### src/rtl/assert_macros.svh
`ifndef ASSERT_MACROS_SVH
`define ASSERT_MACROS_SVH

// clocked check, off while reset is asserted
`define SDF_ASSERT(label, clk, rst_n, prop, msg) \
	label: assert property (@(posedge clk) disable iff (!rst_n) prop) else $error(msg);

// condition that must never be seen
`define SDF_NEVER(label, clk, rst_n, cond, msg) \
	`SDF_ASSERT(label, clk, rst_n, !(cond), msg)

`endif

### src/rtl/sdf_pkg.sv
package sdf_pkg;

	localparam int DIM_BITS_DEF = 14;
	localparam int MODE_BITS    = 3;
	localparam int ST_BITS      = 2;
	// x100 needs seven more bits than the operand
	localparam int RATIO_EXTRA  = 7;
	localparam int HUNDREDTHS   = 100;
	localparam int LANES        = 3;

	// divider lanes
	localparam int LANE_FIT = 0;
	localparam int LANE_RS  = 1;
	localparam int LANE_RA  = 2;

	localparam logic [MODE_BITS-1:0] MODE_IDENTITY = 3'd0;
	localparam logic [MODE_BITS-1:0] MODE_CENTER   = 3'd1;
	localparam logic [MODE_BITS-1:0] MODE_FULL     = 3'd2;
	localparam logic [MODE_BITS-1:0] MODE_ASPECT   = 3'd3;

	localparam logic [ST_BITS-1:0] ST_OK       = 2'd0;
	localparam logic [ST_BITS-1:0] ST_BAD_MODE = 2'd1;
	localparam logic [ST_BITS-1:0] ST_ZERO_DIV = 2'd2;

	typedef enum logic [1:0] {
		SEL_PASS,
		SEL_PILLAR,
		SEL_RATIO
	} sel_t;

	typedef struct packed {
		sel_t                sel;
		logic                swz;
		logic [ST_BITS-1:0]  st;
	} side_t;

endpackage

### src/rtl/sdf_prep.sv
module sdf_prep #(
	parameter int DIM_BITS = sdf_pkg::DIM_BITS_DEF
) (
	input  logic                                        clk,
	input  logic                                        arst_n,
	input  logic                                        v_in,
	output logic                                        rdy,
	input  logic [sdf_pkg::MODE_BITS-1:0]               mode,
	input  logic [DIM_BITS-1:0]                         src_width,
	input  logic [DIM_BITS-1:0]                         src_height,
	input  logic [DIM_BITS-1:0]                         active_width,
	input  logic [DIM_BITS-1:0]                         active_height,
	input  logic                                        nxt_rdy,
	output logic                                        v_out,
	output logic [sdf_pkg::LANES-1:0][DIM_BITS-1:0]     rem_out,
	output logic [sdf_pkg::LANES-1:0][DIM_BITS+sdf_pkg::RATIO_EXTRA-1:0] num_out,
	output logic [sdf_pkg::LANES-1:0][DIM_BITS-1:0]     div_out,
	output logic [DIM_BITS-1:0]                         dw_out,
	output logic [DIM_BITS-1:0]                         dh_out,
	output sdf_pkg::side_t                              side_out
);

	localparam int QB = DIM_BITS + sdf_pkg::RATIO_EXTRA;
	localparam int PW = 2 * DIM_BITS;

	logic                          v_s1;
	logic                          v_s2;
	logic                          rdy2;
	logic [sdf_pkg::MODE_BITS-1:0] mode_s1;
	logic [DIM_BITS-1:0]           sw_s1;
	logic [DIM_BITS-1:0]           sh_s1;
	logic [DIM_BITS-1:0]           aw_s1;
	logic [DIM_BITS-1:0]           ah_s1;
	logic [PW-1:0]                 p1_s1;
	logic [PW-1:0]                 p2_s1;
	logic [QB-1:0]                 rw_s1;
	logic [QB-1:0]                 ra_s1;

	logic                          pill;
	logic                          zdiv;
	logic [PW-1:0]                 fit_num;
	logic [DIM_BITS-1:0]           fit_div;
	logic [DIM_BITS-1:0]           dw_nx;
	logic [DIM_BITS-1:0]           dh_nx;
	sdf_pkg::side_t                side_nx;

	logic [sdf_pkg::LANES-1:0][DIM_BITS-1:0] rem_s2;
	logic [sdf_pkg::LANES-1:0][QB-1:0]       num_s2;
	logic [sdf_pkg::LANES-1:0][DIM_BITS-1:0] div_s2;
	logic [DIM_BITS-1:0]                     dw_s2;
	logic [DIM_BITS-1:0]                     dh_s2;
	sdf_pkg::side_t                          side_s2;

	assign rdy2 = !v_s2 || nxt_rdy;
	assign rdy  = !v_s1 || rdy2;

	always_ff @(posedge clk or negedge arst_n) begin
		if (!arst_n) begin
			v_s1 <= 1'b0;
		end else if (rdy) begin
			v_s1 <= v_in;
		end
	end

	// products and x100 numerators
	always_ff @(posedge clk) begin
		if (rdy && v_in) begin
			mode_s1 <= mode;
			sw_s1   <= src_width;
			sh_s1   <= src_height;
			aw_s1   <= active_width;
			ah_s1   <= active_height;
			p1_s1   <= PW'(src_width) * PW'(active_height);
			p2_s1   <= PW'(active_width) * PW'(src_height);
			rw_s1   <= QB'(src_width) * QB'(sdf_pkg::HUNDREDTHS);
			ra_s1   <= QB'(active_width) * QB'(sdf_pkg::HUNDREDTHS);
		end
	end

	always_comb begin
		pill    = p1_s1 < p2_s1;
		zdiv    = (sh_s1 == '0) || (ah_s1 == '0);
		// pillarbox divides sw*ah by sh, letterbox divides aw*sh by sw
		fit_num = pill ? p1_s1 : p2_s1;
		fit_div = pill ? sh_s1 : sw_s1;

		dw_nx       = aw_s1;
		dh_nx       = ah_s1;
		side_nx.sel = sdf_pkg::SEL_PASS;
		side_nx.swz = (sw_s1 == '0);
		side_nx.st  = sdf_pkg::ST_OK;
		case (mode_s1)
			sdf_pkg::MODE_IDENTITY, sdf_pkg::MODE_CENTER: begin
				dw_nx = sw_s1;
				dh_nx = sh_s1;
			end
			sdf_pkg::MODE_FULL: begin
				side_nx.sel = sdf_pkg::SEL_PASS;
			end
			sdf_pkg::MODE_ASPECT: begin
				if (pill) begin
					side_nx.sel = sdf_pkg::SEL_PILLAR;
				end else if (zdiv) begin
					side_nx.st = sdf_pkg::ST_ZERO_DIV;
				end else begin
					side_nx.sel = sdf_pkg::SEL_RATIO;
				end
			end
			default: begin
				side_nx.st = sdf_pkg::ST_BAD_MODE;
			end
		endcase
	end

	always_ff @(posedge clk or negedge arst_n) begin
		if (!arst_n) begin
			v_s2 <= 1'b0;
		end else if (rdy2) begin
			v_s2 <= v_s1;
		end
	end

	// quotient is known to fit in QB bits, so the top of the product
	// preloads the remainder
	always_ff @(posedge clk) begin
		if (rdy2 && v_s1) begin
			rem_s2[sdf_pkg::LANE_FIT] <= DIM_BITS'(fit_num >> QB);
			num_s2[sdf_pkg::LANE_FIT] <= fit_num[QB-1:0];
			div_s2[sdf_pkg::LANE_FIT] <= fit_div;
			rem_s2[sdf_pkg::LANE_RS]  <= '0;
			num_s2[sdf_pkg::LANE_RS]  <= rw_s1;
			div_s2[sdf_pkg::LANE_RS]  <= sh_s1;
			rem_s2[sdf_pkg::LANE_RA]  <= '0;
			num_s2[sdf_pkg::LANE_RA]  <= ra_s1;
			div_s2[sdf_pkg::LANE_RA]  <= ah_s1;
			dw_s2                     <= dw_nx;
			dh_s2                     <= dh_nx;
			side_s2                   <= side_nx;
		end
	end

	assign v_out    = v_s2;
	assign rem_out  = rem_s2;
	assign num_out  = num_s2;
	assign div_out  = div_s2;
	assign dw_out   = dw_s2;
	assign dh_out   = dh_s2;
	assign side_out = side_s2;

endmodule

### config.mk
export PLATFORM = sky130hd
export DESIGN_NAME = sdf_prep
export DESIGN_NICKNAME = d
export VERILOG_FILES = /design/src/rtl/assert_macros.svh /design/src/rtl/sdf_pkg.sv /design/src/rtl/sdf_prep.sv
export SDC_FILE = /design/constraint.sdc
export NUM_CORES = 1
export LEC_CHECK = 0
export BUFFER_PORTS_ARGS = -buffer_cell sky130_fd_sc_hd__buf_2
export CORE_ASPECT_RATIO = 1.4
export CORE_MARGIN = 3
export CORE_UTILIZATION = 41
export DETAILED_ROUTE_END_ITERATION = 12
export GPL_TIMING_DRIVEN = 0
export PLACE_DENSITY = 0.57
export SETUP_SLACK_MARGIN = 0.1
export SLEW_MARGIN = 40
export SYNTH_ARGS = -nofsm -noshare
export SYNTH_HDL_FRONTEND = slang
export SYNTH_SLANG_ARGS = --single-unit
### constraint.sdc
create_clock -name clk -period 7.87 [get_ports clk]
set_input_delay 0 -clock clk [delete_from_list [all_inputs] [get_ports clk]]
set_output_delay 0 -clock clk [all_outputs]
set_load 0.02 [all_outputs]
== After elaboration in Yosys (flattened, before gate mapping) ==
Index checks and enable logic that the tools add are counted.

* Bits in registers: 296
* Bits in latches: 0
* RAM bits: 0
* Memory bits (read-only): 0
* Bits of input ports: 63
* Output and inout bits: 182
* Logic and storage cells: 56
* Memories kept: 0

* $add $sub $neg: 0
* Multipliers: 4
* Divide/modulo/power cells: 0
* Magnitude comparators: 1
* Equal/unequal tests: 3
* Shift-type cells: 0
* Mux-type cells: 9
* Bitwise operators: 1
* Reduce and logical (&&, ||, !) cells: 14

{| class="wikitable"
|+ Operator list
! kind !! number
|-
| multiplier 14 x 14 -> 28 bit || 2
|-
| logical NOT 14 bit || 3
|-
| two-way mux 14 bit || 3
|-
| multiplier 14 x 5 -> 19 bit, second input constant || 2
|-
| less-than comparator 28 bit || 1
|-
| two-way mux 28 bit || 1
|-
| == test 3 x 2 -> 1 bit, second input constant || 2
|-
| two-way mux 2 bit || 3
|-
| case mux 2 bit (2 select lines) || 1
|-
| OR reduction 2 bit || 2
|-
| == test 3 x 1 -> 1 bit, second input constant || 1
|-
| logical NOT 3 bit || 1
|-
| logical OR 1 bit || 3
|-
| OR reduction 3 bit || 1
|-
| logical AND 1 bit || 2
|-
| logical NOT 1 bit || 2
|-
| two-way mux 1 bit || 1
|-
| NOT 1 bit || 1
|}

== Longest topological paths before layout ==
* Depth after elaboration: 5
* Mapped depth: 23
* Mapped depth without buffers: 21

== Worst setup path before layout ==
Ideal clock, no wire load.

* Path kind: in2reg
* From: in src_width[7]
* To: reg p1_s1[24], data pin
* Library setup time: 257 ps
* Data arrival time: 5283 ps
* Required time: 7613 ps
* Setup slack: 2330 ps
* Stages on the path: 23
* Path buffers: 2
* Cell sequence: clkbuf_1 and2_1 fa_1 inv_1 fa_1 inv_1 fa_1 inv_1 fa_1 inv_1 fa_1 inv_1 fa_1 inv_1 ha_1 and3_1 buf_2 a31o_1 a211oi_2 o21ai_1 a221o_1 mux2i_1 nand2_1

* Word-level cells in the longest chain between the ends: 1

{| class="wikitable"
|+ Ends and longest elaborated chain
! element !! line !! text
|-
| start: declaration || sdf_prep.sv:9 || <nowiki>input logic [DIM_BITS-1:0] src_width,</nowiki>
|-
| multiplier 14 x 14 -> 28 bit || sdf_prep.sv:73 || <nowiki>p1_s1 <= PW'(src_width) * PW'(active_height);</nowiki>
|-
| end signal: assignment || sdf_prep.sv:73 ||
|-
| end: declaration || sdf_prep.sv:34 || <nowiki>logic [PW-1:0] p1_s1;</nowiki>
|}

No other way between the ends.
A chain may end at the register's enable or synchronous reset.

== Final worst setup path ==
* From: in src_width[7]
* To: reg p1_s1[27], data pin

Same word-level chain as after synthesis.

==> impl_results.md <==
* Outcome: complete, no violations
* Post-synth EDFFs at 288
* Total via count in the routed design at 18.3k
* Top cell by count, worst path: sky130_fd_sc_hd__fa_1
* Quantity of I/O buffers inserted on ports at 205
* Design area at 30600 sq um
* Number of clock sinks seen by CTS at 290
* RSZ-0062 raised after global routing: no
* Number of buffers added for setup after CTS at 0
* Aggregate routed wire length at 71200 um
* Critical path data required time at 8.22 ns
* Synthesized area at 26600 sq um
* Wire length per cell after detailed routing at 19.8 um
* Cell count after synthesis at 2390
* Share of Yosys cell area claimed by the top area cell type at 0.325
* Tot GR Track Use at 0.211
* Minimum setup slack among reg-to-reg paths at roughly 4.8 ns
* Storage element area at slightly below 9000 sq um
* Final Max Slew Viols at 0
* PnR Total Power at 11.8 mW
* Maximum clock path buffer count at 3
* Power per unit of standard cell area at 387 nW/um^2
* Maximum level of the CTS H-tree at 1
* Number of global-route vias before repair at 19.7k
* # placed instances at 3471
* Number of top-level pins at 245
* Relative slew slack at 0.421
* Final #Nets at approximately 3.4k
* Starting Density at 0.417
* Critical path buffer and inverter count at 7
* Buffer type at the clock tree root: sky130_fd_sc_hd__clkbuf_16
* Data arrival time at the worst-slack endpoint at 6.88 ns
* Number of clock buffers inserted by TritonCTS at 31
* Detailed router's first-iteration violation count at roughly 900
* Count of state elements after synthesis at 290
* Global-route wire length before repair at about 110000 um
* Kind of end point of the critical path: flip-flop
* Fraction of layout cells with a size suffix above 1 at 0.128
* LEAKAGE at between 10 and 15 nW
* Clk Latency, worst-skew pair at roughly 0.60 ns
* Final-report hold violation count at 0
* Kind of critical path: primary input to flip-flop
* Portion of the clock cycle consumed by the worst path in the final layout at 0.829
* Kind of start point of the critical path: primary input
* Count of distinct cell types in the synthesized netlist at 64
* Cell types occupying the most area after synthesis: sky130_fd_sc_hd__edfxtp_1 33%, sky130_fd_sc_hd__fa_1 23%, sky130_fd_sc_hd__ha_1 14%
* Die Footprint at 68000 sq um
* HPWL reported at the end of detailed placement at roughly 57000 um
* Core footprint at 63700 sq um
* Layout area overhead at 15.2%
* Final total negative setup slack at 0 ns
* Slowest stage cell on the critical path: sky130_fd_sc_hd__clkbuf_1
* Critical path cell sequence: dlygate4sd3_1 > buf_2 > clkbuf_1 > nand2_1 > fa_1 > fa_1 > fa_1 > inv_1 > fa_1 > fa_1 > inv_1 > fa_1 > inv_1 > ha_1 > clkbuf_1 > a21o_1 > nand4_1 > nand3_1 > a21oi_1 > o31a_1 > or2_2 > a211oi_1
* Count of nets left with antenna violations after detail routing at 0
* TritonCTS clock tree: built
* Mean number of vias per cell at between 5 and 6
* Die width at 221 um
* Post-route minimum period at 6.53 ns
* Final clock skew at 0.0206 ns
* Pin count of the biggest net entering global routing at 44
* Number of filler cells placed in the layout at 5919
* Critical path peak fanout at 10
* Async SR Flop Fraction at 0.00690
* Gp weighted congestion at 0.884
* Synthesis warning total at 0
* Largest area contributor in the synthesized netlist: sky130_fd_sc_hd__edfxtp_1
* Number of DRC violations after detailed routing at 0
* Top_reg_cell synth: sky130_fd_sc_hd__edfxtp_1
* Max Cap Violations at 0
* Area used by multi-input combinational logic at 15800 sq um
* Slew of the pin with the lowest slew margin at 0.868 ns
* Final cell utilization of the core at 0.481
* Dpl cell area at ~29000 sq um
* Number of non-filler instances in the completed layout at 3595
* Per-instance average area after synthesis at 11.1 sq um
* Count of final setup violators at 0
* Height of the chip at between 300 and 400 um
* Antenna violations before repair at 3
* Post-cts gate resize count at 0
* Number of placement rows at 109
* Count of TritonRoute iterations in the first routing pass at 5
* Clock transition at path regs at 0.06 ns
* Fraction of the yosys area taken by sequential cells at 0.327
* Hold Crit Class: primary input to flip-flop
* Overall overflow remaining after global route at 0
* Achievable Freq at 153 MHz
* Critical path's largest stage delay at between 0.6 and 0.7 ns
* Dominant delay contributor by cell family on the critical path: adder cells
* Largest vdd supply drop at a little over 300 uV
-- where the power goes --
part / switching [mW] / internal [mW]
Sequential: 0.149 / 2.44
Clock: 0.642 / 0.862
Combinational: 4.53 / 3.22
Total: 5.32 / 6.52
-- sequential cells by signal (all words and copies together) (netlist names) --
signal and cells:
v_s1 1, dh_out 14, rw_s1 16, num_out 59, div_out 42, mode_s1 3, p2_s1 28, aw_s1 14
side_out 5, dw_out 14, sw_s1 14, sh_s1 14, p1_s1 28, v_out 1, rem_out 7, ah_s1 14
ra_s1 16
-- kinds of logic after synthesis --
group | count (synthesis) | share of synthesized area
AOI/OAI and AO/OA | 227 | 0.0565
xor gates and xnor gates | 70 | 0.0231
adders and majority gates | 605 | 0.369
buffers and inverters | 549 | 0.0842
DFF | 290 | 0.327
muxes | 71 | 0.0300
other | 1 | 0.000141
and+or+nand+nor | 577 | 0.109
-- per-stage QoR --
step / setup WS, ns / hold WS, ns
after floorplan: 2.33 / -0.296
after global placement: 1.26 / -0.216
after detailed placement: 1.32 / -0.215
after CTS: 1.37 / 0.0870
after global routing: 0.991 / 0.0966
final: 1.34 / 0.111
-- synth_stat cells, types with 6 or more instances --
master	number
sky130_fd_sc_hd__inv_1	434
sky130_fd_sc_hd__ha_1	305
sky130_fd_sc_hd__fa_1	300
sky130_fd_sc_hd__edfxtp_1	288
sky130_fd_sc_hd__nand2_1	236
sky130_fd_sc_hd__and2_1	199
sky130_fd_sc_hd__a21oi_1	68
sky130_fd_sc_hd__clkbuf_1	68
sky130_fd_sc_hd__xnor2_1	48
sky130_fd_sc_hd__a21o_1	44
sky130_fd_sc_hd__buf_4	39
sky130_fd_sc_hd__mux2_1	38
sky130_fd_sc_hd__nor2_1	37
sky130_fd_sc_hd__o21ai_0	33
sky130_fd_sc_hd__mux2_2	32
sky130_fd_sc_hd__xor2_1	22
sky130_fd_sc_hd__nand3_1	21
sky130_fd_sc_hd__nand4_1	15
sky130_fd_sc_hd__a211oi_1	13
sky130_fd_sc_hd__nor4_1	11
sky130_fd_sc_hd__nand2b_1	10
sky130_fd_sc_hd__nor3_1	10
sky130_fd_sc_hd__o21bai_1	9
sky130_fd_sc_hd__and3_1	8
sky130_fd_sc_hd__o21a_1	8
sky130_fd_sc_hd__nor3b_1	6
sky130_fd_sc_hd__or3_1	6
-- placed cells by master, fill, tap and decap left out, drive strengths merged, types with 37 or more instances in the layout --
master       count
inv            440
ha             305
fa             300
edfxtp         288
buf            258
nand2          236
and2           199
clkbuf         101
mux2            70
a21oi           69
dlygate4sd3     64
xnor2           48
a21o            44
conb            39
o21ai           38
nor2            37
-- what timing repair did --
| action | in CTS | in global routing |
|---|---|---|
| hold buffers | 64 | 0 |
| setup endpoints to repair | 0 | 0 |
| endpoints found under the hold margin | 95 | 0 |
-- metal layers --
| metal | track usage | vias to the layer above | share of wire |
|---|---|---|---|
| li1 | - | 8439 | - |
| met1 | 0.250 | 9150 | 0.38 |
| met2 | 0.380 | 524 | 0.51 |
| met3 | 0.0269 | 162 | 0.047 |
| met4 | 0.105 | 2 | 0.057 |
| met5 | 0 | - | 0.00022 |
-- cell type report --
cell class	count	share of cell area
Antenna cell	4	0.000327
Multi-Input combinational cell	1589	0.516
Clock buffer	33	0.0256
Tap cell	832	0.0340
Inverter	434	0.0532
Timing Repair Buffer	275	0.0583
Sequential cell	290	0.284
Buffer	115	0.0200
Clock inverter	23	0.00850
-- worst register-to-register path, delay by kind of cell (launching register included) --
family / cells / cell delay (ns)
fa+ha+maj: 1 / 0.34
flops: 1 / 0.40
compound gates: 5 / 1.39
mux: 1 / 0.41
buf+inv: 1 / 0.24
-- worst paths after layout --
kind / from / end / depth (start not counted)
worst max-delay path: src_width[7] / p1_s1[27]$_DFFE_PP_ / 22
worst min-delay path: mode[0] / mode_s1[0]$_DFFE_PP_ / 2
worst max register to register: p1_s1[10]$_DFFE_PP_ / num_out[9]$_DFFE_PP_ / 8
max in group asynchronous: arst_n / v_out$_DFFE_PN0P_ / 3
min in group asynchronous: arst_n / v_s1$_DFFE_PN0N_ / 3
worst min register to register: rw_s1[15]$_DFFE_PP_ / num_out[36]$_DFFE_PP_ / 0
(Power assumes the default switching activity.)
