==> src/rtl/assert_macros.svh <==
`ifndef ASSERT_MACROS_SVH
`define ASSERT_MACROS_SVH

// clocked check, off while reset is asserted
`define SDF_ASSERT(label, clk, rst_n, prop, msg) \
	label: assert property (@(posedge clk) disable iff (!rst_n) prop) else $error(msg);

// condition that must never be seen
`define SDF_NEVER(label, clk, rst_n, cond, msg) \
	`SDF_ASSERT(label, clk, rst_n, !(cond), msg)

`endif

==> src/rtl/sdf_pkg.sv <==
package sdf_pkg;

	localparam int DIM_BITS_DEF = 14;
	localparam int MODE_BITS    = 3;
	localparam int ST_BITS      = 2;
	// x100 needs seven more bits than the operand
	localparam int RATIO_EXTRA  = 7;
	localparam int HUNDREDTHS   = 100;
	localparam int LANES        = 3;

	// divider lanes
	localparam int LANE_FIT = 0;
	localparam int LANE_RS  = 1;
	localparam int LANE_RA  = 2;

	localparam logic [MODE_BITS-1:0] MODE_IDENTITY = 3'd0;
	localparam logic [MODE_BITS-1:0] MODE_CENTER   = 3'd1;
	localparam logic [MODE_BITS-1:0] MODE_FULL     = 3'd2;
	localparam logic [MODE_BITS-1:0] MODE_ASPECT   = 3'd3;

	localparam logic [ST_BITS-1:0] ST_OK       = 2'd0;
	localparam logic [ST_BITS-1:0] ST_BAD_MODE = 2'd1;
	localparam logic [ST_BITS-1:0] ST_ZERO_DIV = 2'd2;

	typedef enum logic [1:0] {
		SEL_PASS,
		SEL_PILLAR,
		SEL_RATIO
	} sel_t;

	typedef struct packed {
		sel_t                sel;
		logic                swz;
		logic [ST_BITS-1:0]  st;
	} side_t;

endpackage

==> src/rtl/sdf_cell.sv <==
module sdf_cell #(
	parameter int DIM_BITS = sdf_pkg::DIM_BITS_DEF
) (
	input  logic                                        clk,
	input  logic                                        arst_n,
	input  logic                                        v_in,
	output logic                                        rdy,
	input  logic [sdf_pkg::LANES-1:0][DIM_BITS-1:0]     rem_in,
	input  logic [sdf_pkg::LANES-1:0][DIM_BITS+sdf_pkg::RATIO_EXTRA-1:0] num_in,
	input  logic [sdf_pkg::LANES-1:0][DIM_BITS-1:0]     div_in,
	input  logic [DIM_BITS-1:0]                         dw_in,
	input  logic [DIM_BITS-1:0]                         dh_in,
	input  sdf_pkg::side_t                              side_in,
	input  logic                                        nxt_rdy,
	output logic                                        v_out,
	output logic [sdf_pkg::LANES-1:0][DIM_BITS-1:0]     rem_out,
	output logic [sdf_pkg::LANES-1:0][DIM_BITS+sdf_pkg::RATIO_EXTRA-1:0] num_out,
	output logic [sdf_pkg::LANES-1:0][DIM_BITS-1:0]     div_out,
	output logic [DIM_BITS-1:0]                         dw_out,
	output logic [DIM_BITS-1:0]                         dh_out,
	output sdf_pkg::side_t                              side_out
);

	localparam int QB = DIM_BITS + sdf_pkg::RATIO_EXTRA;

	logic [sdf_pkg::LANES-1:0][DIM_BITS:0]   trial;
	logic [sdf_pkg::LANES-1:0][DIM_BITS:0]   diff;
	logic [sdf_pkg::LANES-1:0]               ge;
	logic [sdf_pkg::LANES-1:0][DIM_BITS-1:0] rem_nx;
	logic [sdf_pkg::LANES-1:0][QB-1:0]       num_nx;

	logic                                    v_q;
	logic [sdf_pkg::LANES-1:0][DIM_BITS-1:0] rem_q;
	logic [sdf_pkg::LANES-1:0][QB-1:0]       num_q;
	logic [sdf_pkg::LANES-1:0][DIM_BITS-1:0] div_q;
	logic [DIM_BITS-1:0]                     dw_q;
	logic [DIM_BITS-1:0]                     dh_q;
	sdf_pkg::side_t                          side_q;

	// one restoring step per lane; quotient bits shift in where the
	// numerator bits leave
	always_comb begin
		for (int l = 0; l < sdf_pkg::LANES; l++) begin
			trial[l]  = {rem_in[l], num_in[l][QB-1]};
			diff[l]   = trial[l] - {1'b0, div_in[l]};
			ge[l]     = trial[l] >= {1'b0, div_in[l]};
			rem_nx[l] = ge[l] ? diff[l][DIM_BITS-1:0] : trial[l][DIM_BITS-1:0];
			num_nx[l] = {num_in[l][QB-2:0], ge[l]};
		end
	end

	assign rdy = !v_q || nxt_rdy;

	always_ff @(posedge clk or negedge arst_n) begin
		if (!arst_n) begin
			v_q <= 1'b0;
		end else if (rdy) begin
			v_q <= v_in;
		end
	end

	always_ff @(posedge clk) begin
		if (rdy && v_in) begin
			rem_q  <= rem_nx;
			num_q  <= num_nx;
			div_q  <= div_in;
			dw_q   <= dw_in;
			dh_q   <= dh_in;
			side_q <= side_in;
		end
	end

	assign v_out    = v_q;
	assign rem_out  = rem_q;
	assign num_out  = num_q;
	assign div_out  = div_q;
	assign dw_out   = dw_q;
	assign dh_out   = dh_q;
	assign side_out = side_q;

endmodule
==> config.mk <==
export PLATFORM = sky130hd
export DESIGN_NAME = sdf_cell
export DESIGN_NICKNAME = d
export VERILOG_FILES = /design/src/rtl/assert_macros.svh /design/src/rtl/sdf_pkg.sv /design/src/rtl/sdf_cell.sv
export SDC_FILE = /design/constraint.sdc
export NUM_CORES = 1
export LEC_CHECK = 0
export BUFFER_PORTS_ARGS = -buffer_cell sky130_fd_sc_hd__buf_2
export CORE_AREA = 2 2 141 143
export DETAILED_ROUTE_END_ITERATION = 16
export DIE_AREA = 0 0 143 145
export MAX_ROUTING_LAYER = met4
export PLACE_DENSITY_LB_ADDON = 0.08
export SYNTH_ARGS = -nofsm -noshare
export SYNTH_HDL_FRONTEND = slang
export SYNTH_SLANG_ARGS = --single-unit
==> constraint.sdc <==
create_clock -name clk -period 8.2 [get_ports clk]
set_clock_uncertainty 0.1 [all_clocks]
set_input_delay 1.23 -clock clk [delete_from_list [all_inputs] [get_ports clk]]
set_output_delay 1.23 -clock clk [all_outputs]
set_load 0.005 [all_outputs]
**Word level (Yosys, flattened, before mapping)**

Cells that the tools add are included.

- Input bits: 184
- Bits in latches: 0
- ROM bits: 0
- Memories kept: 0
- Bits in registers: 181
- Output and inout port bits: 182
- Word-level logic and storage cells: 27
- Memory bits (writable): 0

- Multiplexer cells: 3
- Eq/ne operators: 0
- $mul: 0
- $lt $le $gt $ge: 3
- $add $sub $neg: 3
- Divide/modulo/power cells: 0
- Reductions and logical operators: 3
- Bitwise logic cells: 0
- Shift-type cells: 0

Operators by type and width:

| kind | count |
|---|---|
| $ge A15 B14 Y1 | 3 |
| $mux W14 | 3 |
| $sub A14 B14 Y14 | 3 |
| $logic_and A1 B1 Y1 | 1 |
| $logic_not A1 Y1 | 1 |
| $logic_or A1 B1 Y1 | 1 |

**Logic depth before layout (Yosys ltp)**

Gate-level depths: netlist of the first run.

- Word-level depth: 3
- Mapped depth: 11
- Mapped depth without buffers: 10

**Least setup slack after synthesis of the first run**

Ideal clock, no wire load.

- Path kind: input to register
- Start point: in nxt_rdy
- End point: reg dh_q[0], in the netlist dh_out[0] (enable)
- Data arrival time: 5,510 ps
- Stages on the path: 2
- Setup time: 563 ps
- Data required time: 7,537 ps
- Buffers on the path: 0
- Setup slack: 2,028 ps
- Cells stage by stage: nand2b_1 -> and2_1

- Cells in the longest elaborated chain, start to end: 2

Ends and longest elaborated chain:

| item | line | source |
|---|---|---|
| start: declaration | sdf_cell.sv:14 | `input logic nxt_rdy,` |
| $logic_or A1 B1 Y1 | sdf_cell.sv:52 | `assign rdy = !v_q \|\| nxt_rdy;` |
| $logic_and A1 B1 Y1 | sdf_cell.sv:63 | `if (rdy && v_in) begin` |
| end signal: assignment | sdf_cell.sv:68 | `dh_q <= dh_in;` |
| end: declaration | sdf_cell.sv:37 | `logic [DIM_BITS-1:0] dh_q;` |

No other way between the ends.
A chain may end at the register's enable or synchronous reset.

==> impl_metrics.yaml, run 1 <==
run_status:
  outcome: "finished clean"
power_and_ir_drop:
  power-per-cell-area_nw_per_um2: 213
  power.static_leakage_nw: 4.91
  ir_worst_vdd_uv: 165
  report.power.total_mw: 2.35
cts:
  ctsRootBufferMaster: "clkbuf_16"
  cts.reportedPaths.clkPinSlew_ns: 0.09
  postCtsHoldBufs: 0
  postCtsSetupRepairBufs: 0
  clock_sinks: 181
  tritoncts_clock_tree: "yes"
  cts_max_level: 4
  max-clock-path-buffers: 2
  post_cts_resized: 0
  numCtsBuffers: 17
  worst_skew_pair.late_latency_ns: 0.44
sta:
  tightest_slew_ns: 1.04
  max_clk_rate_mhz: 280
  timing.slew.headroom_pct: 30.7
  rsz0062_at_grt: "false"
  setup_violations: 0
  timing.final.max_slew_violations: 0
  fin_ws_ns: 4.63
  final-hold-violation-count: 0
  fin_tns_setup_ns: 0
  min_period_over_period_pct: 43.5
  hold_slack_ns: 0.454
  min_period_ns: 3.57
worst_setup_path:
  cp_data_arrival_time_ns: 3.66
  crit_type: "input port to flop"
  start_kind: "input port"
  cp_max_fo: 15
  worst-endpoint-required_ns: 8.29
  setup.worst_path.end_class: "flop"
grt:
  grt_start_max_net_pins: 80
  grt_pass1_wl_um: 32600
  antenna_found_initial: 7
  overflow: 0
  overall_routing_resource_usage_pct: 21.6
  first_global_vias: 5916
finish:
  total_number_of_nets_in_the_final_design: 1184
  finalNonFillerCells: 1237
  drive_above_1_share_pct: 45.1
  final_core_util_pct: 57.5
  area_growth_pct: 33.4
  num-fill-cells: 1645
  final_design_area_no_fill_um2: 11000
die:
  die_h_um: 145
  io-pin-count: 366
  start_util_pct: 43.1
  rows: 51
  die-width_um: 143
  fp.coreArea_um2: 19200
  die-area_um2: 20700
worst_hold_path:
  hold_path.class: "input port to async pin"
synthesis:
  synthFlopType: "edfxtp_1"
  synth-seq-area-share_pct: 65.5
  post_synth.cell_area_avg_um2: 14.4
  yosys.cell_count.top_type: "edfxtp_1"
  ys_types: 61
  ys_top_cells_by_area: "edfxtp_1 (65%), ha_1 (6.8%), mux2_2 (2.7%), inv_1 (2.6%), a21oi_1 (2.3%)"
  netlist_top_cells_count: "edfxtp_1 (180), inv_1 (58), ha_1 (45)"
  synth_fp_nets: 808
  syn-cell-area_um2: 8290
  synth_top_cell_area_share_pct: 65.2
  synthArstFlopShare_pct: 0.552
  top_cell_type_by_total_area_after_synthesis: "edfxtp_1"
  yosys_register_bits: 181
  synth_enable_flop_cells: 180
  synth.yosys.warnings: 0
  netlist_instances: 576
place:
  dpl_cell_area_um2: 10400
  gp_congestion: 0.885
  post_dp_hpwl_um: 17100
  io_buffers: 365
  detailedPlace.worstSlack_ns: 4.18
  placed_cells: 1198
flow_run:
  cap_viol_max_count: 0
routing:
  routed_via_density: 4.86
  dr_total_vias: 6012
  detail_route.iter0.violations: 326
  post_drt_wl_per_cell_um: 17.8
  drc: 0
  drtPass1Iterations: 4
  final_antenna_net_count: 0
  wirelength_um: 22000
final cells by class:
type	count	area (um^2)	share of cell area, %
repair buffers	367	1840	16.7
diodes	7	17.5	0.159
well taps	265	332	3.00
clock inverters	15	213	1.93
clock buffers	17	425	3.85
multi-input cells	327	2570	23.3
inverters	58	218	1.97
flip-flops and latches	181	5430	49.1
placed cells by master, fill, tap and decap left out, types with 6 or more instances in the layout:
cell type,instances
inv_1,58
clkbuf_16,17
clkinv_8,6
nor2_1,28
nand2_1,11
xor2_1,12
mux2_4,8
edfxtp_1,180
mux2_2,20
nor3_1,13
o21ai_0,20
ha_1,45
xnor2_1,14
diode_2,7
a21oi_1,38
buf_2,365
a21o_1,16
o21a_1,6
nand3_1,9
state kept, by name, indices dropped and copies added, names as in the netlist:
signal    flops
num_out      63
div_out      42
rem_out      42
side_out      5
dw_out       14
v_out         1
dh_out       14
critical path, stage by stage:
cell,delay [ns]
buf_2,0.10
inv_1,0.08
ha_1,0.24
nor2b_1,0.14
o31a_1,0.26
o31a_1,0.28
nor3_2,0.22
a22o_1,0.68
mux2_2,0.42
final timing paths:
kind / start / to / slack (ns) / cells past startpoint
max: div_in[29] / rem_out[38] / 4.63 / 9
min in group clk: v_out / v_out / 0.48 / 2
min: arst_n / v_out / 0.45 / 1
max reg2reg: v_out / div_out[34] / 5.71 / 3
max in group asynchronous: arst_n / v_out / 7.45 / 1
min reg2reg: v_out / v_out / 0.48 / 2
metal layers:
layer  track usage, %  share of wire (%)  vias to the layer above
li1                 -                  -                     2940
met1             24.0                 38                     2773
met2             35.0                 49                      251
met3             7.33                8.9                       48
met4             9.46                3.4                        0
met5                -                  0                        -
logic make-up after synthesis:
kind of cell             Yosys count  share of synthesized area, %
multiplexers                      34                          4.91
flip-flops                       181                          65.5
buffers and inverters             68                          3.44
adder cells (fa/ha/maj)           48                          7.52
XOR/XNOR                          26                          2.75
AO/OA/AOI/OAI                    125                          9.94
AND/OR/NAND/NOR                   94                          5.90
power by group:
part / leakage [nW] / internal (mW) / switching (mW)
Combinational: 2.88 / 0.182 / 0.199
Sequential: 1.72 / 1.10 / 0.0147
Clock: 0.307 / 0.427 / 0.428
Total: 4.91 / 1.71 / 0.642
(Power assumes the default switching activity.)
==> run 2: changes to the inputs <==
--- a/config.mk
+++ b/config.mk
@@ -6,9 +6,9 @@
 export NUM_CORES = 1
 export LEC_CHECK = 0
 export BUFFER_PORTS_ARGS = -buffer_cell sky130_fd_sc_hd__buf_2
-export CORE_AREA = 2 2 141 143
+export CORE_AREA = 2 2 142 144
 export DETAILED_ROUTE_END_ITERATION = 16
-export DIE_AREA = 0 0 143 145
+export DIE_AREA = 0 0 144 146
 export MAX_ROUTING_LAYER = met4
 export PLACE_DENSITY_LB_ADDON = 0.08
 export SYNTH_ARGS = -nofsm -noshare
==> constraint.sdc (replaced) <==
create_clock -name clk -period 2.99 [get_ports clk]
set_clock_uncertainty 0.1 [all_clocks]
set_input_delay 0.4485 -clock clk [delete_from_list [all_inputs] [get_ports clk]]
set_output_delay 0.4485 -clock clk [all_outputs]
set_load 0.005 [all_outputs]
==> impl_metrics.yaml, run 2 (synthesis results as in run 1) <==
cts:
  postCtsSetupRepairBufs: 0
  cts.reportedPaths.clkPinSlew_ns: 0.08
  clock_sinks: 181
  cts_max_level: 4
  postCtsHoldBufs: 1
  tritoncts_clock_tree: "yes"
  numCtsBuffers: 17
  post_cts_resized: 0
  worst_skew_pair.late_latency_ns: 0.43
  max-clock-path-buffers: 2
  ctsRootBufferMaster: "clkbuf_16"
sta:
  timing.slew.headroom_pct: 59.2
  rsz0062_at_grt: "false"
  min_period_ns: 2.45
  hold_slack_ns: 0.0861
  timing.final.max_slew_violations: 0
  setup_violations: 0
  fin_tns_setup_ns: 0
  min_period_over_period_pct: 82.0
  tightest_slew_ns: 0.612
  final-hold-violation-count: 0
  fin_ws_ns: 0.537
  max_clk_rate_mhz: 408
place:
  placed_cells: 1223
  detailedPlace.worstSlack_ns: 0.101
  dpl_cell_area_um2: 10700
  post_dp_hpwl_um: 17400
  io_buffers: 365
  gp_congestion: 0.870
routing:
  routed_via_density: 4.83
  drc: 0
  wirelength_um: 21600
  post_drt_wl_per_cell_um: 17.1
  dr_total_vias: 6082
  detail_route.iter0.violations: 318
  drtPass1Iterations: 4
  final_antenna_net_count: 0
die:
  die-width_um: 144
  start_util_pct: 42.9
  rows: 51
  io-pin-count: 366
  die_h_um: 146
  die-area_um2: 21000
  fp.coreArea_um2: 19300
worst_setup_path:
  setup.worst_path.end_class: "flop"
  critical_path_buf_inv_count: 3
  timing.critical_path.slowest_stage_cell: "mux2_4"
  cp_data_arrival_time_ns: 2.52
  start_kind: "input port"
  path_common_cell: "o31a_1"
  critPathTopFamily: "compound AO/OA/AOI/OAI gates"
  crit_type: "input port to flop"
  cp_slowest_stage_delay_ns: 0.29
  cp_max_fo: 12
  path_cells: "buf_2 > inv_1 > ha_1 > nor2b_4 > o31a_1 > o31a_1 > o22a_2 > a31o_1 > buf_12 > mux2_4"
  worst-endpoint-required_ns: 3.06
grt:
  met2_usage_pct: 35.8
  grt_start_max_net_pins: 40
  gr-max-usage-layer: "met2"
  overflow: 0
  overall_routing_resource_usage_pct: 21.0
  grt_pass1_wl_um: 32600
  antenna_found_initial: 4
  first_global_vias: 6024
  grtUsageMet3_pct: 5.92
  globalRouteMet1Util_pct: 23.2
finish:
  mostFrequentLayoutCell: "buf_2"
  largest_register_ffs: 63
  final_design_area_no_fill_um2: 11300
  drive_above_1_share_pct: 46.4
  area_growth_pct: 36.0
  layout.cells.most_common_list: "buf_2 (365), edfxtp_1 (180), inv_1 (58)"
  num-fill-cells: 1664
  final_core_util_pct: 58.3
  finalNonFillerCells: 1260
  total_number_of_nets_in_the_final_design: 1210
flow_run:
  cap_viol_max_count: 0
power_and_ir_drop:
  power.static_leakage_nw: 5.04
  ir_worst_vdd_uv: 392
  power-per-cell-area_nw_per_um2: 567
  report.power.total_mw: 6.39
worst_hold_path:
  hold_path.class: "input port to flop"
run_status:
  outcome: "finished clean"
==> run 2: cell count changes in the layout (fill, tap and decap cells not counted), sizes merged <==
cell,previous run,this run
buf,367,392
clkinv,6,1
inv,67,69
clkinvlp,0,3
diode,7,4
dlygate4sd3,0,1
==> run 2: final timing paths <==
path	startpoint	depth (start not counted)	endpoint	slack, ns
min	num_in[35]	1	num_out[36]	0.09
min reg2reg	v_out	2	v_out	0.48
max	div_in[15]	10	rem_out[24]	0.54
max reg2reg	v_out	3	rem_out[22]	1.18
max in group asynchronous	arst_n	2	v_out	2.48
min in group asynchronous	arst_n	2	v_out	0.23
==> run 2: per-layer routing <==
metal	part of all wire (%)	routed length, um
met3	8.2	1760
met1	38	8210
met5	0	0
met2	51	11000
met4	2.6	560
==> run 2: cell type report <==
class                      count  area [um^2]  area share, %
tap                          265          332           2.94
timing repair buffer         393         2110           18.8
sequential                   181         5430           48.2
clock buffer                  17          425           3.77
clock inverter                15          168           1.49
inverter                      58          218           1.93
multi-input combinational    327         2570           22.8
antenna                        4         10.0         0.0888
==> run 2: worst reg2reg max path: stages (launching register included) <==
cell and delay, ns:
dfrtp_1 0.39, nand2b_1 0.11, and2_4 0.56, buf_4 0.33
==> run 2: power breakdown <==
| group | switching (mW) | internal, mW | total, mW |
|---|---|---|---|
| Combinational | 0.554 | 0.550 | 1.10 |
| Sequential | 0.0393 | 3.02 | 3.05 |
| Clock | 1.09 | 1.14 | 2.23 |
| Total | 1.69 | 4.70 | 6.39 |
==> run 3: changes to the inputs <==
--- a/config.mk
+++ b/config.mk
@@ -5,10 +5,11 @@
 export SDC_FILE = /design/constraint.sdc
 export NUM_CORES = 1
 export LEC_CHECK = 0
+export ABC_AREA = 1
 export BUFFER_PORTS_ARGS = -buffer_cell sky130_fd_sc_hd__buf_2
-export CORE_AREA = 2 2 142 144
+export CORE_AREA = 2 2 147 149
 export DETAILED_ROUTE_END_ITERATION = 16
-export DIE_AREA = 0 0 144 146
+export DIE_AREA = 0 0 149 151
 export MAX_ROUTING_LAYER = met4
 export PLACE_DENSITY_LB_ADDON = 0.08
 export SYNTH_ARGS = -nofsm -noshare
==> constraint.sdc (replaced) <==
create_clock -name clk -period 2.1 [get_ports clk]
set_clock_uncertainty 0.1 [all_clocks]
set_input_delay 0.315 -clock clk [delete_from_list [all_inputs] [get_ports clk]]
set_output_delay 0.315 -clock clk [all_outputs]
set_load 0.005 [all_outputs]
==> impl_metrics.yaml, run 3 <==
worst_setup_path:
  path_common_cell: "nand2_2"
  start_kind: "input port"
  path_cells: "dlygate4sd3_1 > buf_2 > inv_1 > ha_4 > nand2_2 > nor2_2 > nand3_2 > nand2_2 > nand2_4 > nand3_4 > clkbuf_16 > o21ai_2"
  cp_slowest_stage_delay_ns: 0.53
  critical_path_buf_inv_count: 4
  setup.worst_path.end_class: "flop"
  timing.critical_path.slowest_stage_cell: "dlygate4sd3_1"
  worst-endpoint-required_ns: 2.19
  critPathTopFamily: "buffers and inverters"
  worst_r2r_path_depth: 3
  cp_data_arrival_time_ns: 2.15
  worstSetupPathDepth: 12
  cp_max_fo: 7
  crit_type: "input port to flop"
grt:
  overflow: 0
  grt_start_max_net_pins: 78
  grt_pass1_wl_um: 39600
  antenna_found_initial: 4
  first_global_vias: 7768
  overall_routing_resource_usage_pct: 23.7
synthesis:
  post_synth.cell_area_avg_um2: 10.7
  top_cell_type_by_total_area_after_synthesis: "edfxtp_1"
  synthArstFlopShare_pct: 0.552
  syn-cell-area_um2: 9040
  synth_top_cell_area_share_pct: 59.8
  synthFlopType: "edfxtp_1"
  synth_enable_flop_cells: 180
  yosys.cell_count.top_type: "nand2_1"
  netlist_instances: 846
  synth.yosys.warnings: 0
  yosys_register_bits: 181
  ys_types: 35
  synth_fp_nets: 1078
  netlist_top_cells_count: "nand2_1 (231), edfxtp_1 (180), inv_1 (171)"
  synth-seq-area-share_pct: 60.1
  ys_top_cells_by_area: "edfxtp_1 (60%), nand2_1 (9.6%), inv_1 (7.1%), ha_1 (6.2%), nand3_1 (2.1%)"
routing:
  dr_total_vias: 7831
  drc: 0
  final_antenna_net_count: 0
  routed_via_density: 4.54
  post_drt_wl_per_cell_um: 15.7
  detail_route.iter0.violations: 354
  wirelength_um: 27000
  drtPass1Iterations: 4
cts:
  tritoncts_clock_tree: "yes"
  cts.reportedPaths.clkPinSlew_ns: 0.08
  cts_max_level: 4
  clock_sinks: 181
  worst_skew_pair.late_latency_ns: 0.43
  numCtsBuffers: 17
  max-clock-path-buffers: 2
  ctsRootBufferMaster: "clkbuf_16"
die:
  fp.coreArea_um2: 20800
  start_util_pct: 43.4
  die-area_um2: 22500
  die-width_um: 149
  die_h_um: 151
  io-pin-count: 366
  rows: 53
finish:
  final_core_util_pct: 66.4
  total_number_of_nets_in_the_final_design: 1664
  largest_register_ffs: 63
  drive_above_1_share_pct: 37.1
  area_growth_pct: 53.1
  num-fill-cells: 1682
  layout.cells.most_common_list: "buf_2 (364), nand2_1 (225), edfxtp_1 (180)"
  seq_area_um2: 5430
  multiInputGateArea_um2: 2980
  mostFrequentLayoutCell: "buf_2"
sta:
  final-hold-violation-count: 0
  tightest_slew_ns: 0.415
  fin_tns_setup_ns: 0
  timing.final.max_slew_violations: 0
  min_period_ns: 2.06
  timing.slew.headroom_pct: 72.3
  max_clk_rate_mhz: 486
  min_period_over_period_pct: 97.9
  setup_violations: 0
worst_hold_path:
  hold_path.class: "input port to flop"
  hold_path_depth: 3
power_and_ir_drop:
  intPower_mw: 6.89
  share_clk_of_total_power_pct: 34.1
  combinationalPowerShare_pct: 20.8
  ir_worst_vdd_uv: 515
  power.share.sequential_pct: 45.1
  power-per-cell-area_nw_per_um2: 696
  report.power.total_mw: 9.63
  power.static_leakage_nw: 6.80
  power_switching_mw: 2.74
  power.share.switching_pct: 28.5
place:
  io_buffers: 365
  post_dp_hpwl_um: 20100
  gp_congestion: 0.904
run_status:
  outcome: "finished clean"
flow_run:
  cap_viol_max_count: 0
-- run 3: final cells by class --
cell class              instances  area share (%)
repair buffers                571            27.5
inverters                     172            4.67
flip-flops and latches        181            39.3
clock inverters                15            1.42
clock buffers                  17            3.07
multi-input cells             489            21.6
diodes                          4          0.0724
well taps                     275            2.49
-- run 3: per-layer routing --
metal / vias to the layer above / wire length (um) / track usage (%)
li1: 3973 / - / -
met1: 3568 / 10600 / 26.0
met2: 244 / 14000 / 42.1
met3: 46 / 1730 / 6.30
met4: 0 / 697 / 7.90
met5: - / 0 / -
-- run 3: cells by family (layout without fill, tap and decap cells) --
logic type                 Yosys count  in the layout  synth area share (%)
DFF                                181            181                  60.1
and+or+nand+nor                    373            375                  19.6
adders and majority gates           48             48                  6.89
AOI/OAI and AO/OA                   45             45                  3.29
buffers and inverters              178            775                  8.08
xor gates and xnor gates            21             21                  2.03
other                                0              4                     0
-- run 3: timing repair --
item	CTS	global route
gates resized for setup	0	17
setup endpoints to repair	0	28
hold buffers	133	0
buffers inserted	0	2
endpoints found under the hold margin	133	0
-- run 3: final timing paths --
check / slack [ns] / start / end
max: 0.04 / div_in[31] / rem_out[29]
min: 0.01 / v_in / v_out
max reg2reg: 0.48 / v_out / dh_out[13]
min reg2reg: 0.48 / v_out / v_out
max in group asynchronous: 1.74 / arst_n / v_out
min in group asynchronous: 0.08 / arst_n / v_out
-- run 3: through the flow --
stage          setup slack (ns)  hold WS [ns]  std cells  instance area, um^2
6_report                 0.0436        0.0127       1724                13800
2_1_floorplan             -1.83       -0.0806        846                 9050
3_5_place_dp            -0.0676      -0.00736       1551                11700
3_3_place_gp            -0.0218      -0.00929       1551                11700
4_1_cts                  0.0168      0.000445       1716                13700
5_1_grt                 -0.0272        0.0111       1724                13800
-- run 3: power groups by stage --
stage | Sequential, mW | Combinational, mW | Clock [mW]
floorplan | 4.48 | 0.898 | 0
detailed placement | 4.43 | 1.75 | 0
CTS | 4.34 | 1.96 | 3.38
global placement | 4.42 | 1.74 | 0
finish | 4.34 | 2.00 | 3.29
global route | 4.36 | 2.23 | 3.52
-- run 3: worst reg2reg max path, cell delays in order, from the launching register on --
cell and delay [ns]:
dfrtp_1 0.42, a21oi_4 0.23, buf_12 0.25, buf_4 0.31
